<file path="src/rtl/piq_pkg.sv">
// Shared types, sizes and codes for the priority insert round-robin queue.
package piq_pkg;

	localparam int DEPTH      = 16;
	localparam int PRIO_WIDTH = 8;
	localparam int ID_W       = 8;
	localparam int PTR_W      = (DEPTH > 1) ? $clog2(DEPTH) : 1;
	localparam int CNT_W      = $clog2(DEPTH + 1);
	localparam int SUM_W      = PTR_W + 1;

	typedef logic [PTR_W-1:0]      ptr_t;
	typedef logic [CNT_W-1:0]      cnt_t;
	typedef logic [ID_W-1:0]       tid_t;
	typedef logic [PRIO_WIDTH-1:0] prio_t;

	typedef enum logic {
		REQ_INSERT = 1'b0,
		REQ_NEXT   = 1'b1
	} req_t;

	typedef enum logic [1:0] {
		ST_DONE  = 2'd0,
		ST_FULL  = 2'd1,
		ST_EMPTY = 2'd2
	} status_t;

	typedef enum logic [2:0] {
		S_IDLE,
		S_SCAN,
		S_LAST,
		S_NEXT,
		S_RESP
	} state_t;

	typedef struct packed {
		tid_t  id;
		prio_t prio;
	} entry_t;

	typedef struct packed {
		logic   en;
		ptr_t   addr;
		entry_t data;
	} wr_t;

	typedef struct packed {
		tid_t    chosen_id;
		status_t status;
	} res_t;

	// Physical slot of a logical queue position, wrapping around the ring.
	function automatic ptr_t slot_addr(ptr_t base, cnt_t off);
		logic [SUM_W-1:0] sum;
		sum = {1'b0, base} + SUM_W'(off);
		if (sum >= SUM_W'(DEPTH)) begin
			sum = sum - SUM_W'(DEPTH);
		end
		return sum[PTR_W-1:0];
	endfunction

endpackage

</file>
<file path="src/rtl/piq_store.sv">
// Entry storage ring: one write port, one registered read port.
module piq_store
	import piq_pkg::*;
(
	input  logic   clk,
	input  ptr_t   raddr,
	output entry_t rdata,
	input  wr_t    wr
);

	entry_t mem [DEPTH];

	always_ff @(posedge clk) begin
		if (wr.en) begin
			mem[wr.addr] <= wr.data;
		end
		rdata <= mem[raddr];
	end

endmodule

</file>
<file path="src/rtl/piq_seq.sv">
// Sequencer with the shared priority comparator that walks the entry ring.
module piq_seq
	import piq_pkg::*;
(
	input  logic   clk,
	input  logic   arst_n,
	input  logic   in_valid,
	output logic   in_ready,
	input  logic   req_type,
	input  tid_t   thread_id,
	input  logic [7:0] priority_req,
	output logic   res_valid,
	input  logic   res_ready,
	output res_t   res,
	output ptr_t   raddr,
	input  entry_t rdata,
	output wr_t    wr
);

	state_t state_q, state_d;
	ptr_t   head_q;
	cnt_t   cnt_q;
	cnt_t   k_q;
	logic   ins_q;
	entry_t new_q;
	entry_t carry_q;
	res_t   res_q;

	logic accept;
	logic is_next;
	logic cmp_less;
	logic last_k;

	assign accept   = in_valid && in_ready;
	assign is_next  = (req_t'(req_type) == REQ_NEXT);
	assign cmp_less = (new_q.prio < rdata.prio);
	assign last_k   = (k_q == (cnt_q - CNT_W'(1)));

	always_comb begin
		state_d = state_q;
		case (state_q)
			S_IDLE: begin
				if (accept) begin
					if (is_next) begin
						state_d = (cnt_q == '0) ? S_RESP : S_NEXT;
					end else if (cnt_q == CNT_W'(DEPTH)) begin
						state_d = S_RESP;
					end else begin
						state_d = (cnt_q == '0) ? S_LAST : S_SCAN;
					end
				end
			end
			S_SCAN: begin
				if (last_k) begin
					state_d = S_LAST;
				end
			end
			S_LAST:  state_d = S_RESP;
			S_NEXT:  state_d = S_RESP;
			S_RESP: begin
				if (res_ready) begin
					state_d = S_IDLE;
				end
			end
			default: state_d = S_IDLE;
		endcase
	end

	always_comb begin
		in_ready  = 1'b0;
		res_valid = 1'b0;
		raddr     = head_q;
		wr        = '0;
		case (state_q)
			S_IDLE: begin
				in_ready = 1'b1;
			end
			S_SCAN: begin
				raddr   = slot_addr(head_q, k_q + CNT_W'(1));
				wr.en   = ins_q || cmp_less;
				wr.addr = slot_addr(head_q, k_q);
				wr.data = ins_q ? carry_q : new_q;
			end
			S_LAST: begin
				wr.en   = 1'b1;
				wr.addr = slot_addr(head_q, k_q);
				wr.data = ins_q ? carry_q : new_q;
			end
			S_NEXT: begin
				wr.en   = 1'b1;
				wr.addr = slot_addr(head_q, cnt_q);
				wr.data = rdata;
			end
			S_RESP: begin
				res_valid = 1'b1;
			end
			default: begin
				in_ready = 1'b0;
			end
		endcase
	end

	assign res = res_q;

	always_ff @(posedge clk or negedge arst_n) begin
		if (!arst_n) begin
			state_q <= S_IDLE;
			head_q  <= '0;
			cnt_q   <= '0;
			k_q     <= '0;
			ins_q   <= 1'b0;
		end else begin
			state_q <= state_d;
			case (state_q)
				S_IDLE: begin
					if (accept) begin
						k_q   <= '0;
						ins_q <= 1'b0;
					end
				end
				S_SCAN: begin
					k_q <= k_q + CNT_W'(1);
					if (cmp_less) begin
						ins_q <= 1'b1;
					end
				end
				S_LAST: begin
					cnt_q <= cnt_q + CNT_W'(1);
				end
				S_NEXT: begin
					head_q <= slot_addr(head_q, CNT_W'(1));
				end
				default: begin
					k_q <= k_q;
				end
			endcase
		end
	end

	always_ff @(posedge clk) begin
		if (state_q == S_IDLE && accept) begin
			new_q.id            <= thread_id;
			new_q.prio          <= priority_req[PRIO_WIDTH-1:0];
			res_q.chosen_id     <= '0;
			if (is_next && cnt_q == '0) begin
				res_q.status <= ST_EMPTY;
			end else if (!is_next && cnt_q == CNT_W'(DEPTH)) begin
				res_q.status <= ST_FULL;
			end else begin
				res_q.status <= ST_DONE;
			end
		end
		if (state_q == S_SCAN && (ins_q || cmp_less)) begin
			carry_q <= rdata;
		end
		if (state_q == S_NEXT) begin
			res_q.chosen_id <= rdata.id;
		end
	end

endmodule

</file>
<file path="src/rtl/priority_insert_round_robin_queue.sv">
// Top level of the priority-ordered ready queue with round-robin rotation.
//
// Input channel (in_valid/in_ready) takes one request word: req_type selects
// insert (place thread_id before the first entry of strictly greater
// priority_req, else at the tail) or next (take the head, rotate it to the
// tail). Output channel (out_valid/out_ready) returns one word per request:
// chosen_id (head identifier on a good next, else zero) and status (done,
// insert dropped on full queue, next on empty queue).
// Entries sit in a ring of DEPTH slots; one comparator walks it from the head,
// one slot a cycle, writing the new entry and carrying each displaced entry
// one slot toward the tail in the same pass.
// An insert into n entries compares each of them in S_SCAN, then writes the
// last slot in S_LAST; a next reads and rotates the head in S_NEXT; a full or
// empty case goes straight to S_RESP. A new word is taken in the cycle after
// the result is loaded, so the block takes no word while one is in work.
// The result register lets the next word be taken while out_ready is low;
// a later result then holds in the sequencer until the register drains.
// Reset empties the queue at once; slot contents are not cleared.
module priority_insert_round_robin_queue
	import piq_pkg::*;
(
	input  logic       clk,
	input  logic       arst_n,
	input  logic       in_valid,
	output logic       in_ready,
	input  logic       req_type,
	input  logic [7:0] thread_id,
	input  logic [7:0] priority_req,
	output logic       out_valid,
	input  logic       out_ready,
	output logic [7:0] chosen_id,
	output logic [1:0] status
);

	ptr_t   raddr;
	entry_t rdata;
	wr_t    wr;
	logic   res_valid;
	logic   res_ready;
	res_t   res;

	logic   out_valid_q;
	res_t   out_q;

	// Storage ring.
	piq_store u_store (
		.clk   (clk),
		.raddr (raddr),
		.rdata (rdata),
		.wr    (wr)
	);

	// Scan sequencer and comparator.
	piq_seq u_seq (
		.clk          (clk),
		.arst_n       (arst_n),
		.in_valid     (in_valid),
		.in_ready     (in_ready),
		.req_type     (req_type),
		.thread_id    (thread_id),
		.priority_req (priority_req),
		.res_valid    (res_valid),
		.res_ready    (res_ready),
		.res          (res),
		.raddr        (raddr),
		.rdata        (rdata),
		.wr           (wr)
	);

	// Result register: load when empty or draining this cycle.
	assign res_ready = !out_valid_q || out_ready;

	always_ff @(posedge clk or negedge arst_n) begin
		if (!arst_n) begin
			out_valid_q <= 1'b0;
		end else if (res_valid && res_ready) begin
			out_valid_q <= 1'b1;
		end else if (out_ready) begin
			out_valid_q <= 1'b0;
		end
	end

	always_ff @(posedge clk) begin
		if (res_valid && res_ready) begin
			out_q <= res;
		end
	end

	assign out_valid = out_valid_q;
	assign chosen_id = out_q.chosen_id;
	assign status    = out_q.status;

	// Accepting a word always takes the sequencer out of idle.
	a_busy_after_accept: assert property (@(posedge clk) disable iff (!arst_n)
		in_valid && in_ready |=> !in_ready)
		else $error("sequencer stayed idle after accepting a word");

	// A finished result is only offered while no word can be taken.
	a_res_while_busy: assert property (@(posedge clk) disable iff (!arst_n)
		res_valid |-> !in_ready)
		else $error("result offered while input is open");

	// Only a good next carries an identifier.
	a_id_zero_on_fail: assert property (@(posedge clk) disable iff (!arst_n)
		out_valid && (status == ST_FULL || status == ST_EMPTY) |-> chosen_id == '0)
		else $error("nonzero identifier on a failed request");

endmodule
</file>
<file path="config.mk">
export PLATFORM = sky130hd
export DESIGN_NAME = priority_insert_round_robin_queue
export DESIGN_NICKNAME = d
export VERILOG_FILES = /design/src/rtl/piq_pkg.sv /design/src/rtl/piq_store.sv /design/src/rtl/piq_seq.sv /design/src/rtl/priority_insert_round_robin_queue.sv
export SDC_FILE = /design/constraint.sdc
export NUM_CORES = 1
export LEC_CHECK = 0
export BUFFER_PORTS_ARGS = -buffer_cell sky130_fd_sc_hd__buf_2
export CAP_MARGIN = 20
export CORE_ASPECT_RATIO = 1.1
export CORE_MARGIN = 8
export CORE_UTILIZATION = 50
export CTS_CLUSTER_DIAMETER = 100
export DETAILED_ROUTE_END_ITERATION = 12
export GPL_TIMING_DRIVEN = 1
export PLACE_DENSITY = 0.74
export SLEW_MARGIN = 30
export SYNTH_ARGS = -nofsm -noshare
export SYNTH_HDL_FRONTEND = slang
export SYNTH_SLANG_ARGS = --single-unit
</file>
<file path="constraint.sdc">
create_clock -name clk -period 5.42 [get_ports clk]
set_input_delay 0.271 -clock clk [delete_from_list [all_inputs] [get_ports clk]]
set_output_delay 0.271 -clock clk [all_outputs]
set_load 0.1 [all_outputs]
</file>
==> flow_metrics.tcl, run 1 <==
set metrics [dict create \
    dpl.hpwl_um 18700 \
    grt_pass1_vias 8278 \
    period_needed_ps 3610 \
    die_h_um 193 \
    port_buffers 32 \
    peakVddDrop_mv 0.473 \
    slew_violations 0 \
    num-fill-cells 2116 \
    crit_path_start_kind "flop" \
    rsz0062_at_grt "false" \
    io_pins 33 \
    ys_types 59 \
    maxCapViolations 0 \
    dr.pass1.iters 7 \
    grt_max_degree 61 \
    synth_enable_flop_cells 308 \
    antenna_found_initial 0 \
    post-place-ws_ps 1800 \
    gp_congestion 0.793 \
    fmax_ghz 0.277 \
    clockBufferDepth 3 \
    cp.required_ps 5800 \
    layoutNonFillerInstCount 1402 \
    hold_viol 0 \
    whs_path_depth 3 \
    placed_cells 1321 \
    run_status "completed" \
    worstSkewPairLatency_ps 520 \
    power.leakage_nw 5.91 \
    slowest_stage "mux2i_4" \
    multi_input_area_um2 4000 \
    num_antenna_cells 0 \
    min_to "out_valid$_DFFE_PN0P_" \
    grt_pass1_wl_um 48100 \
    synth_nets 999 \
    syn_area_um2 14200 \
    min_path_type "input pin to flop" \
    startpoint "u_seq.state_q[0]$_DFFE_PN0P_" \
    r2r_cells 6 \
    drt_iter0_markers 766 \
    path_buf_inv 1 \
    drc 0 \
    arrival_ps 3990 \
    cts_tree "yes" \
    synth-async-reset-ratio_pct 5.54 \
    fin_tns_setup_ps 0 \
    drt-total-wl_um 31500 \
    core_um2 27900 \
    num_rows 64 \
    seq_area_um2 10000 \
    hp-start "out_ready" \
    grt_overflow 0 \
    die_area_um2 34000 \
    fin_crit_sh_pct 66.6 \
    crit_chain "nor3b_4, mux2i_4, buf_12, mux2_2, o221ai_1, mux2i_1" \
    power_density_nw_per_um2 634 \
    ff2ff_setup_slack_ps 1810 \
    ys_ff_latch 343 \
    cts.sinks 343 \
    start_util_pct 50.9 \
    setup.worst_path.end_class "flop" \
    ys_seq_area_share_pct 70.8 \
    wire_per_inst_um 22.5 \
    postPlaceCellArea_um2 14900 \
    design_area_um2 16200 \
    clk_pin_slew_ps 60 \
    cts_buffers 36 \
    clockRootBuffer "clkbuf_16" \
    drive_gt1_share_pct 19.2 \
    tightest_slew_ps 956 \
    worstPathMaxFanout 46 \
    cts-htree-levels 2 \
    path_delay_family "multiplexers" \
    avgSynthCellArea_um2 14.9 \
    clock_skew_ps 19.9 \
    power_w 0.0103 \
    ant_nets 0 \
    cts_setup_buffers 0 \
    die_w_um 177 \
    slowest_delay_ps 860 \
    reg2reg_from "u_seq.state_q[0]$_DFFE_PN0P_" \
    via_count 8284 \
    finalNetCount 1057 \
    synth_flop_cell "edfxtp_1" \
    crit_type "flop to flop" \
    relSlewSlack_pct 36.2 \
    avgViaCountPerCell 5.91 \
    netlist_instances 955 \
    grtUsageTotal_pct 18.7 \
    r2r-end "u_store.rdata[1]$_DFF_P_" \
    finalSetupViolCount 0 \
    yosys_warnings 0 \
    final.setup.worst_slack_ps 1810 \
    syn_to_final_growth_pct 14.4 \
]
[worst max-delay path by stage]
stage	endpoint	slack, ps	cells after the start
6_report	u_store.rdata[1]$_DFF_P_	1810	6
5_1_grt	u_store.rdata[1]$_DFF_P_	1610	6
4_1_cts	u_store.rdata[1]$_DFF_P_	1790	6
3_5_place_dp	u_store.rdata[1]$_DFF_P_	1800	6
3_3_place_gp	u_store.rdata[7]$_DFF_P_	1880	6
2_1_floorplan	u_store.mem[3][0]$_DFFE_PP_	1570	6
[sequential cells by signal (all words and copies together) (netlist names), 2 cells and up]
name	cells
u_store.mem	256
u_seq.carry_q	16
u_seq.new_q	16
u_store.rdata	16
u_seq.res	10
chosen_id	8
u_seq.cnt_q	5
u_seq.k_q	5
u_seq.head_q	4
u_seq.state_q	3
status	2
[through the flow]
stage	util, %	hold WS (ps)
finish	58.2	70.8
floorplan	-	-24.6
global placement	53.2	242
detailed placement	53.4	243
global route	58.2	64.6
CTS	58.2	56.1
[worst register-to-register path, stage by stage (launching register included)]
cell      delay (ps)
dfrtp_1          590
nor3b_4          710
mux2i_4          860
buf_12           370
mux2_2           400
o221ai_1         400
mux2i_1          150
[layout by cell type, fill, tap and decap left out, types with 13 or more instances in the layout]
cell / Yosys / final
edfxtp_1: 308 / 308
mux2i_1: 51 / 50
a21oi_1: 28 / 28
nand3_1: 55 / 55
buf_2: 20 / 32
inv_1: 14 / 13
a32oi_1: 15 / 15
clkbuf_16: 0 / 36
o221ai_1: 15 / 15
nor2_1: 19 / 19
xnor2_1: 15 / 15
mux2_2: 48 / 48
ha_1: 20 / 20
a2bb2oi_1: 16 / 16
dfxtp_1: 16 / 16
o21ai_0: 17 / 17
dlygate4sd3_1: 0 / 17
buf_4: 3 / 22
dfrtp_1: 19 / 18
nand2_1: 130 / 130
[metal layers]
layer | vias up | global-route usage (%) | wire length (µm)
met3 | 48 | 2.62 | 1880
met2 | 308 | 31.2 | 15700
met1 | 4187 | 24.3 | 13100
met5 | - | 0 | 0
li1 | 3741 | - | -
met4 | 0 | 7.44 | 872
[where the power goes]
group | internal, W | switching (W) | total, W
Combinational | 0.00130 | 0.00259 | 0.00389
Clock | 0.00142 | 0.000983 | 0.00240
Sequential | 0.00371 | 0.000284 | 0.00400
[cells in the mapped netlist (11+ instances only)]
cell       count  area share (%)
edfxtp_1     308              65
nand2_1      130             3.4
nand3_1       55             1.9
mux2i_1       51             3.6
mux2_2        48             3.8
a21oi_1       28            0.99
clkbuf_1      21            0.56
buf_2         20            0.71
ha_1          20             1.8
dfrtp_1       19             3.4
nor2_1        19            0.50
o21ai_0       17            0.60
a2bb2oi_1     16            0.99
dfxtp_1       16             2.3
a32oi_1       15            0.93
o221ai_1      15            0.93
xnor2_1       15            0.93
inv_1         14            0.37
and2_1        11            0.49
xor2_1        11            0.68
[area by class of cell]
cell class / count / area share (%)
Clock buffer: 48 / 6.26
Multi-Input combinational cell: 546 / 24.6
Inverter: 14 / 0.324
Sequential cell: 343 / 61.9
Tap cell: 363 / 2.80
Timing Repair Buffer: 72 / 3.18
Clock inverter: 16 / 0.895
[what timing repair did]
item / 4_1_cts / 5_1_grt
hold buffers: 17 / 0
endpoints found under the hold margin: 35 / 0
resized for setup: 0 / 0
[cell families (layout without fill, tap and decap cells)]
family | Yosys count | count (layout) | synth area share (%)
mux | 102 | 102 | 7.75
fa+ha+maj | 23 | 23 | 2.19
compound gates | 131 | 131 | 6.62
buf+inv | 66 | 150 | 2.22
xor+xnor | 27 | 27 | 1.72
simple gates | 263 | 263 | 8.68
flops | 343 | 343 | 70.8
No activity file was read; power rests on OpenSTA's default activity.
==> run 2: changes to the inputs <==
--- a/config.mk
+++ b/config.mk
@@ -13,7 +13,7 @@
 export CTS_CLUSTER_DIAMETER = 100
 export DETAILED_ROUTE_END_ITERATION = 12
 export GPL_TIMING_DRIVEN = 1
-export PLACE_DENSITY = 0.74
+export PLACE_DENSITY = 0.77
 export SLEW_MARGIN = 30
 export SYNTH_ARGS = -nofsm -noshare
 export SYNTH_HDL_FRONTEND = slang
==> constraint.sdc (replaced) <==
create_clock -name clk -period 3.3 [get_ports clk]
set_input_delay 0.165 -clock clk [delete_from_list [all_inputs] [get_ports clk]]
set_output_delay 0.165 -clock clk [all_outputs]
set_load 0.1 [all_outputs]
==> run 2 against run 1 <==
Core utilization increased by 1.5 points. Critical path depth increased by 3. Wire length increased by 2.3%. Final area increased by 2.5%. Setup slack got worse by 1600 ps. Register-to-register slack got worse by 1600 ps. Critical path type unchanged.
==> flow_metrics.tcl, run 2 (synthesized netlist as in run 1, its figures left out) <==
set metrics [dict create \
    run_status "completed" \
    grt_overflow 0 \
    slowest_delay_ps 540 \
    num-fill-cells 2033 \
    drt_iter0_markers 804 \
    clk_pin_slew_ps 60 \
    io_pins 33 \
    worstSkewPairLatency_ps 530 \
    min_path_type "input pin to async pin" \
    die_w_um 177 \
    grtUsageTotal_pct 19.0 \
    r2r_cells 9 \
    path_buf_inv 1 \
    startpoint "u_seq.k_q[0]$_DFFE_PN0P_" \
    relSlewSlack_pct 43.6 \
    path_delay_family "adder cells" \
    cts-htree-levels 2 \
    die_h_um 193 \
    crit_top_cell "a211oi_1" \
    crit_type "flop to flop" \
    dpl.hpwl_um 20200 \
    seq_area_um2 10000 \
    dr.pass1.iters 5 \
    period_needed_ps 3040 \
    worstPathMaxFanout 16 \
    cts_tree "yes" \
    clockRootBuffer "clkbuf_16" \
    num_antenna_cells 0 \
    wl_met2_um 16200 \
    drive_gt1_share_pct 20.1 \
    core_um2 27900 \
    cts_setup_buffers 0 \
    finalNetCount 1088 \
    grt_pass1_vias 8579 \
    hold_viol 0 \
    antenna_found_initial 0 \
    crit_path_start_kind "flop" \
    drt-total-wl_um 32200 \
    largest_reg_flops 256 \
    placed_cells 1348 \
    start_util_pct 50.9 \
    holdWs_ps 121 \
    tightest_slew_ps 845 \
    multi_input_area_um2 4000 \
    p_seq_share_pct 37.0 \
    p_comb_share_pct 39.8 \
    grt_max_degree 66 \
    switching_share_pct 37.2 \
    reg2reg_from "u_seq.k_q[0]$_DFFE_PN0P_" \
    crit_chain "ha_1, inv_1, fa_1, nor4b_1, a21o_1, nand2_2, a211oi_1, a211oi_1, mux2_2" \
    layout_common_cells "308 x edfxtp_1, 130 x nand2_1, 55 x nand3_1" \
    switchingPower_w 0.00646 \
    num_rows 64 \
    syn_to_final_growth_pct 17.3 \
    p_clk_share_pct 23.1 \
    gp_congestion 0.849 \
    rsz0062_at_grt "false" \
    setup.worst_path.end_class "flop" \
    regMostFlops "u_store.mem" \
    path_depth 9 \
    final_common_cell "edfxtp_1" \
    power_density_nw_per_um2 1040 \
    clockBufferDepth 3 \
    wire_per_inst_um 22.4 \
    top_layer "met4" \
    grt_pass1_wl_um 49100 \
    avgViaCountPerCell 5.87 \
    via_count 8433 \
    die_area_um2 34000 \
    cts.sinks 343 \
    cp.required_ps 3710 \
    wl_met1_um 12500 \
    peakVddDrop_mv 0.904 \
    internal_power_w 0.0109 \
    slew_violations 0 \
    fmax_ghz 0.329 \
    slowest_stage "fa_1" \
    clock_skew_ps 17.4 \
    arrival_ps 3450 \
    fin_crit_sh_pct 92.0 \
    power.leakage_nw 6.09 \
    dr_wl_met3_um 2090 \
    layoutNonFillerInstCount 1436 \
    finalSetupViolCount 0 \
    port_buffers 32 \
    cts_buffers 37 \
    ant_nets 0 \
    drc 0 \
    maxCapViolations 0 \
]
==> run 2: changes by cell type in the layout (fill, tap and decap cells not counted), moves of 2 or more <==
| cell | previous run | this run |
|---|---|---|
| clkinv_2 | 8 | 5 |
| o21bai_1 | 1 | 5 |
| nor4b_4 | 0 | 2 |
| clkbuf_16 | 36 | 38 |
| clkbuf_8 | 7 | 3 |
| dlygate4sd3_1 | 17 | 20 |
| buf_12 | 1 | 12 |
| clkinv_1 | 3 | 10 |
| nor4b_2 | 5 | 3 |
| o21bai_2 | 8 | 4 |
| buf_4 | 22 | 38 |
==> run 2: power groups by stage <==
| stage | clock [W] | combinational [W] | sequential, W |
|---|---|---|---|
| floorplan | 0 | 0.00443 | 0.00659 |
| detailed placement | 0 | 0.00685 | 0.00651 |
| finish | 0.00401 | 0.00691 | 0.00643 |
| global placement | 0 | 0.00659 | 0.00649 |
| CTS | 0.00406 | 0.00690 | 0.00643 |
| global route | 0.00424 | 0.00739 | 0.00649 |
==> run 2: path summary, 6_finish.rpt <==
path                                                end  slack, ps
max                           u_store.rdata[14]$_DFF_P_        260
min                        u_seq.state_q[0]$_DFFE_PN0P_        120
max reg2reg                   u_store.rdata[14]$_DFF_P_        260
min reg2reg                      chosen_id[6]$_DFFE_PP_        420
max in group asynchronous       u_seq.ins_q$_DFFE_PN0P_       2840
min in group clk              u_seq.new_q[13]$_DFFE_PP_        350
==> run 2: through the flow <==
stage               instance area [µm²]  total power [W]  TNS [ps]  util [%]  worst slack, ps
finish                            16600           0.0174         0      59.7              262
global route                      16600           0.0181         0      59.7             77.5
CTS                               16600           0.0174         0      59.6              162
detailed placement                15200           0.0134         0      54.6              197
global placement                  15200           0.0131         0      54.5              239
floorplan                         14200           0.0110    -50460         -             -493
==> run 2: timing repair <==
action / in CTS / in global routing
endpoints found under the hold margin: 38 / 0
setup endpoints to repair: 0 / 2
hold buffers: 20 / 0
resized for setup: 0 / 1
==> run 2: worst reg2reg max path: cells and delay by family, from the launching register on <==
family	cells	cell delay [ps]
multiplexers	1	290
buffers and inverters	1	70
AO/OA/AOI/OAI	3	580
adder cells (fa/ha/maj)	2	880
flip-flops	1	450
AND/OR/NAND/NOR	2	650
==> run 2: area by class of cell <==
| cell class | count | share of cell area, % |
|---|---|---|
| Multi-Input combinational cell | 546 | 24.1 |
| Sequential cell | 343 | 60.4 |
| Clock buffer | 47 | 6.10 |
| Clock inverter | 21 | 1.07 |
| Tap cell | 363 | 2.73 |
| Timing Repair Buffer | 102 | 5.33 |
| Inverter | 14 | 0.316 |
==> run 2: metal layers <==
layer  track usage [%]  up-vias
met5                 0        -
met4              10.0        0
met3              3.70       69
met2              32.2      347
met1              22.8     4202
li1                  -     3815
